File: config.mk
export PLATFORM = sky130hd
export DESIGN_NAME = gn3o_div
export DESIGN_NICKNAME = d
export VERILOG_FILES = /design/src/rtl/gn3o_pkg.sv /design/src/rtl/gn3o_div.sv
export SDC_FILE = /design/constraint.sdc
export NUM_CORES = 1
export LEC_CHECK = 0
export BUFFER_PORTS_ARGS = -buffer_cell sky130_fd_sc_hd__buf_2
export CAP_MARGIN = 0
export CORE_MARGIN = 2
export CORE_UTILIZATION = 60
export DETAILED_ROUTE_END_ITERATION = 12
export PLACE_DENSITY = 0.95
export SETUP_SLACK_MARGIN = 0.2
export SYNTH_ARGS = -nofsm -noshare
export SYNTH_HDL_FRONTEND = slang
export SYNTH_SLANG_ARGS = --single-unit
export TNS_END_PERCENT = 20
File: constraint.sdc
create_clock -name clk -period 6.4 [get_ports clk]
set_clock_uncertainty 0.1 [all_clocks]
set_input_delay 0.32 -clock clk [delete_from_list [all_inputs] [get_ports clk]]
set_output_delay 0.32 -clock clk [all_outputs]
set_load 0.01 [all_outputs]
File: src/rtl/gn3o_pkg.sv
// gn3o_pkg: shared types and constants for the 3d gradient noise block
// no dependencies
`timescale 1ns / 1ps
package gn3o_pkg;
	localparam int ONE_Q16 = 65536;

	localparam logic [0:0] CFG_OCTAVES     = 1'd0;
	localparam logic [0:0] CFG_PERSISTENCE = 1'd1;

	localparam logic OP_LOAD = 1'b0;
	localparam logic OP_EVAL = 1'b1;

	typedef enum logic [3:0] {
		ST_IDLE,
		ST_OCT,
		ST_FADE,
		ST_HA,
		ST_HB,
		ST_HC,
		ST_GRAD,
		ST_LERP,
		ST_ACC,
		ST_DIV,
		ST_OUT
	} state_t;

	// gradient for one corner, h is the low 4 hash bits, offsets are 18-bit signed
	function automatic logic signed [18:0] grad(input logic [3:0] h,
		input logic signed [17:0] x, input logic signed [17:0] y,
		input logic signed [17:0] z);
		logic signed [18:0] u;
		logic signed [18:0] v;
		u = (h < 4'd8) ? 19'(x) : 19'(y);
		v = (h < 4'd4) ? 19'(y) : ((h == 4'd12 || h == 4'd14) ? 19'(x) : 19'(z));
		if (h[0]) u = -u;
		if (h[1]) v = -v;
		return u + v;
	endfunction
endpackage

File: src/rtl/gn3o_div.sv
// gn3o_div: restoring divider, one quotient bit per cycle
// depends on gn3o_pkg
`timescale 1ns / 1ps
module gn3o_div
	import gn3o_pkg::*;
(
	input  logic        clk,
	input  logic        arst_n,
	input  logic        start,
	input  logic [47:0] dividend,
	input  logic [19:0] divisor,
	output logic        done,
	output logic [16:0] quotient
);
	logic [5:0]  cnt_q;
	logic        busy_q;
	logic [47:0] num_q;
	logic [20:0] rem_q;
	logic [16:0] quo_q;
	logic [20:0] trial;

	assign trial = {rem_q[19:0], num_q[47]} - {1'b0, divisor};

	// shift-subtract loop, quotient saturates above 17 bits
	always_ff @(posedge clk or negedge arst_n) begin
		if (!arst_n) begin
			busy_q <= 1'b0;
			cnt_q  <= '0;
			done   <= 1'b0;
		end else begin
			done <= 1'b0;
			if (start) begin
				busy_q <= 1'b1;
				cnt_q  <= 6'd48;
				num_q  <= dividend;
				rem_q  <= '0;
				quo_q  <= '0;
			end else if (busy_q) begin
				num_q <= {num_q[46:0], 1'b0};
				if (!trial[20]) begin
					rem_q <= trial;
					quo_q <= (quo_q == 17'h1ffff) ? quo_q : {quo_q[15:0], 1'b1} | {quo_q[16], 16'd0};
				end else begin
					rem_q <= {rem_q[19:0], num_q[47]};
					quo_q <= quo_q[16] ? quo_q : {quo_q[15:0], 1'b0};
				end
				cnt_q <= cnt_q - 6'd1;
				if (cnt_q == 6'd1) begin
					busy_q <= 1'b0;
					done   <= 1'b1;
				end
			end
		end
	end
	assign quotient = quo_q;
endmodule

After elaboration in Yosys (flattened, before gate mapping)
Index checks and enable logic that the tools add are counted.

storage, ports and cells
  logic and storage cells = 29
  input port bits = 71
  register bits after elaboration = 94
  output and inout port bits = 18

cells by class
  equal/unequal tests = 2
  reduce and logical (&&, ||, !) cells = 2
  bitwise operators = 1
  multiplexer cells = 16
  add/subtract/negate cells = 2

operators by type and width
  kind                                                 count
  two-way mux 48 bit                                   2
  two-way mux 17 bit                                   4
  two-way mux 21 bit                                   2
  subtractor 21 x 20 -> 21 bit                         1
  equality test 17 bit, second input constant          1
  OR 17 bit                                            1
  two-way mux 6 bit                                    2
  equality test 6 x 1 -> 1 bit, second input constant  1
  two-way mux 1 bit                                    6
  subtractor 6 x 1 -> 6 bit, second input constant     1
  AND reduction 2 bit                                  1
  nonzero test 2 bit                                   1

Depth between registers and ports, before layout
  depth in word-level cells = 4
  depth in mapped cells = 13

Worst setup path after synthesis
Ideal clock, no wire load.

  path kind = input-to-reg
  from = in start
  to = reg num_q[0] (enable)
  data required time = 5,841 ps
  path buffers = 1
  stages = 3
  path slack = 2,956 ps
  arrival time = 2,885 ps
  library setup time = 459 ps
  cells stage by stage = clkbuf_1 nor2_1 nor2b_1

on the way
  longest elaborated chain between the ends = 2

RTL lines
  element                        line            source
  start, declared                gn3o_div.sv:9   input logic start,
  nonzero test 2 bit (no line)   n/a
  AND reduction 2 bit (no line)  n/a
  end signal, assigned           gn3o_div.sv:35  num_q <= dividend;
  end signal, assigned           gn3o_div.sv:39  num_q <= {num_q[46:0], 1'b0};
  end, declared                  gn3o_div.sv:17  logic [47:0] num_q;

Every way passes these cells.
A chain may end at the register's enable or synchronous reset.

Worst setup path in the final report
  from = reg num_q[47]
  to = reg quo_q[8] (netlist: quotient[8]), data pin

on the way
  longest elaborated chain between the ends = 3

RTL lines
  element                       line            source
  subtractor 21 x 20 -> 21 bit  gn3o_div.sv:22  assign trial = {rem_q[19:0], num_q[47]} - {1'b0, divisor};
  two-way mux 17 bit            gn3o_div.sv:40  if (!trial[20]) begin
  two-way mux 17 bit            gn3o_div.sv:38  end else if (busy_q) begin
  end signal, assigned          gn3o_div.sv:42  quo_q <= (quo_q == 17'h1ffff) ? quo_q : {quo_q[15:0], 1'b1} | {quo_q[16], 16'd0};
  end signal, assigned          gn3o_div.sv:45  quo_q <= quo_q[16] ? quo_q : {quo_q[15:0], 1'b0};
  end, declared                 gn3o_div.sv:19  logic [16:0] quo_q;

Every way passes these cells.

==> metrics.txt <==
latest clock arrival within the worst-skew pair 0.36 ns; RSZ-0062 raised after global routing false; first-pass GRT wire length 18300 microns; final hold slack 0.0568 ns; die area 9670 sq um; status completed; net switching share of the total power 0.312; Logic pwr share 0.280; Tmin final 3.92 ns; CTS clk-pin slew, worst paths 0.11 ns; Clk pwr share 0.245; Async SR Flop Fraction 0.0860; Mapped Avg Cell Area 11.7 sq um; chip width 98.4 microns; Max-slew headroom 0.263; VDD IR max 180 uV; post-route ant nets 0; final wirelength 11000 microns; Starting Density 0.616; final setup fails 0; HPWL Detailed 7590 microns; switching pwr 525 uW; crit share post-route 0.612; Max Fanout on Critical Path 25; Post-route DRC 0; # fillers 629; Met3 Wirelength 620 microns; GR Util All Layers 0.235; DRT iter0 DRCs 266; cts hold-fix bufs 0; htree depth 3; NumNets Final 632; dpl ws 2.53 ns; core area 8680 sq um; I/O Buffers 88; final sum of negative setup slack 0 ns; Post-CTS Resized 0; Worst Tran Pin Value 1.11 ns; largest net degree at the start of global routing 76; crit path DAT 4.03 ns; Synth warnings 0; Synthesized Nets 552; Setup WS post-layout 2.48 ns; Pins Over Slew Limit 0; initial antenna violation count 0; gr ovfl total 0; clock root cell clkbuf_8; Final Hold Viols 0; r2r startpoint num_q[47]; Layout area overhead 13.1%; Synth Cell Area 5340 sq um; number of CTS-inserted buffers 9; # IOs 89; Critical Path End Type register; Max Clk Rate 255 MHz; vias in the first global route 3881; max layer used met4; hold crit path type in -> async; Unique masters post-synth 54; RD Place Congestion 0.878; required time of the critical path 6.51 ns; Int Power 1.16 mW; Avg WL per Cell 17.0 microns; kind of critical path reg -> reg; CTS Buffer Depth 2; Reg power frac 0.475; reg-to-reg slack, setup 2.48 ns; Seq cells post-synth 93; cell depth of the worst flop-to-flop path 12; share of post-route cells with drive strength above 1 0.295; vias post-DR 3937; Die Ht 98.4 microns; # clock sinks 93; vias per cell 6.05; max_cap viols 0; CTS tree built; r2r endpoint quotient[8]; Static Leak 2.50 nW; met2 WL 5520 microns; P per Cell Area 278 nW/um^2; Cells after Synth 458; main flop type after synthesis edfxtp_1; Core Rows 34; sequential fraction of the synthesis area 0.515; CP startpoint kind register; Post-synth EDFFs 85; ANT cells 0; iteration count of the initial detailed-routing pass 4; # Post-CTS Setup Buffers 0; M1 WL 4750 microns
layout by cell type (no fill, tap or decap), types with 15 or more instances in the layout:
cell	n
a22o_1	15
nor2_1	36
a21oi_1	23
inv_1	25
buf_2	88
edfxtp_1	85
o21ai_0	15
ha_1	22
nand2_1	34
mux2_2	47
metal layers:
metal | vias to the layer above | track usage
met1 | 1887 | 0.314
met3 | 13 | 0.0515
met2 | 148 | 0.389
met5 | - | 0
met4 | 0 | 0.0674
li1 | 1889 | -
cell families (layout without fill, tap and decap cells):
family | after synthesis | after routing | share of synthesized area
buffers and inverters | 47 | 132 | 0.0384
adders and majority gates | 23 | 23 | 0.0553
AOI/OAI and AO/OA | 102 | 102 | 0.138
xor gates and xnor gates | 18 | 18 | 0.0295
muxes | 60 | 60 | 0.123
and+or+nand+nor | 115 | 115 | 0.100
DFF | 93 | 93 | 0.515
registers in the layout, summed over array words and instances (netlist names):
| register | cells |
|---|---|
| done | 1 |
| rem_q | 20 |
| busy_q | 1 |
| num_q | 48 |
| quotient | 17 |
| cnt_q | 6 |
synth_stat cells, types with 2 or more instances:
library cell   n  area (sq um)
o2bb2ai_1      2          17.5
xor2_1        10          87.6
nor4_1         3          18.8
nor3_1        10          50.1
ha_1          22           275
a21oi_1       23           115
xnor2_1        8          70.1
o21ai_0       15          75.1
o211ai_1       7          52.6
a22o_1        15           131
mux2_2        47           529
and3_1         2          12.5
a31oi_1        2          12.5
a2bb2oi_1      2          17.5
a211oi_1      13          97.6
edfxtp_1      85          2550
nand2_1       34           128
mux2i_1       13           130
dfrtp_1        8           200
clkbuf_1      14          52.6
nor2_1        36           135
and2_1         3          18.8
inv_1         25          93.8
nor2b_1        3          18.8
nand3_1        7          35.0
buf_1          2          7.51
o311ai_0       3          26.3
nand4_1        6          37.5
a21o_1         4          30.0
nand3b_1       2          15.0
nand2b_1       5          31.3
o21a_1         3          22.5
buf_2          2          10.0
buf_4          2          15.0
critical path: stages (launching register included):
cell	delay [ns]
edfxtp_1	0.38
inv_1	0.07
ha_1	0.15
inv_1	0.05
fa_1	0.40
a21o_1	0.22
a221oi_2	0.43
a311o_2	0.31
nand2_1	0.13
a221oi_4	0.43
buf_4	0.39
o21a_1	0.48
a22o_1	0.23
worst max-delay path by stage:
stage | endpoint | from | depth (start not counted) | slack [ns]
2_1_floorplan | num_q[0] | start | 3 | 2.96
6_report | quotient[8] | num_q[47] | 12 | 2.48
3_3_place_gp | quotient[7] | num_q[47] | 12 | 2.71
4_1_cts | quotient[8] | num_q[47] | 12 | 2.49
5_1_grt | quotient[8] | num_q[47] | 12 | 2.19
3_5_place_dp | quotient[8] | num_q[47] | 12 | 2.53
power by group through the flow:
stage          clock, mW  sequential [mW]  combinational (mW)
6_report           0.411            0.799               0.472
5_1_grt            0.444            0.807               0.518
4_1_cts            0.418            0.798               0.467
3_5_place_dp           0            0.811               0.462
3_3_place_gp           0            0.807               0.439
2_1_floorplan          0            0.800               0.360
cell type report:
cell class                 instances  area [sq um]  area share
tap                              108           135      0.0224
multi-input combinational        318          2390       0.396
clock inverter                     5          66.3      0.0110
timing repair buffer              91           463      0.0766
inverter                          25          93.8      0.0155
clock buffer                      11           141      0.0234
sequential                        93          2750       0.455
stage by stage:
stage / util / instances / area [sq um] / power [mW]
6_report: 0.697 / 651 / 6040 / 1.68
5_1_grt: 0.697 / 651 / 6040 / 1.77
4_1_cts: 0.697 / 651 / 6040 / 1.68
3_5_place_dp: 0.673 / 635 / 5840 / 1.27
3_3_place_gp: 0.673 / 635 / 5840 / 1.25
2_1_floorplan: - / 458 / 5340 / 1.16
(Power assumes the default switching activity.)
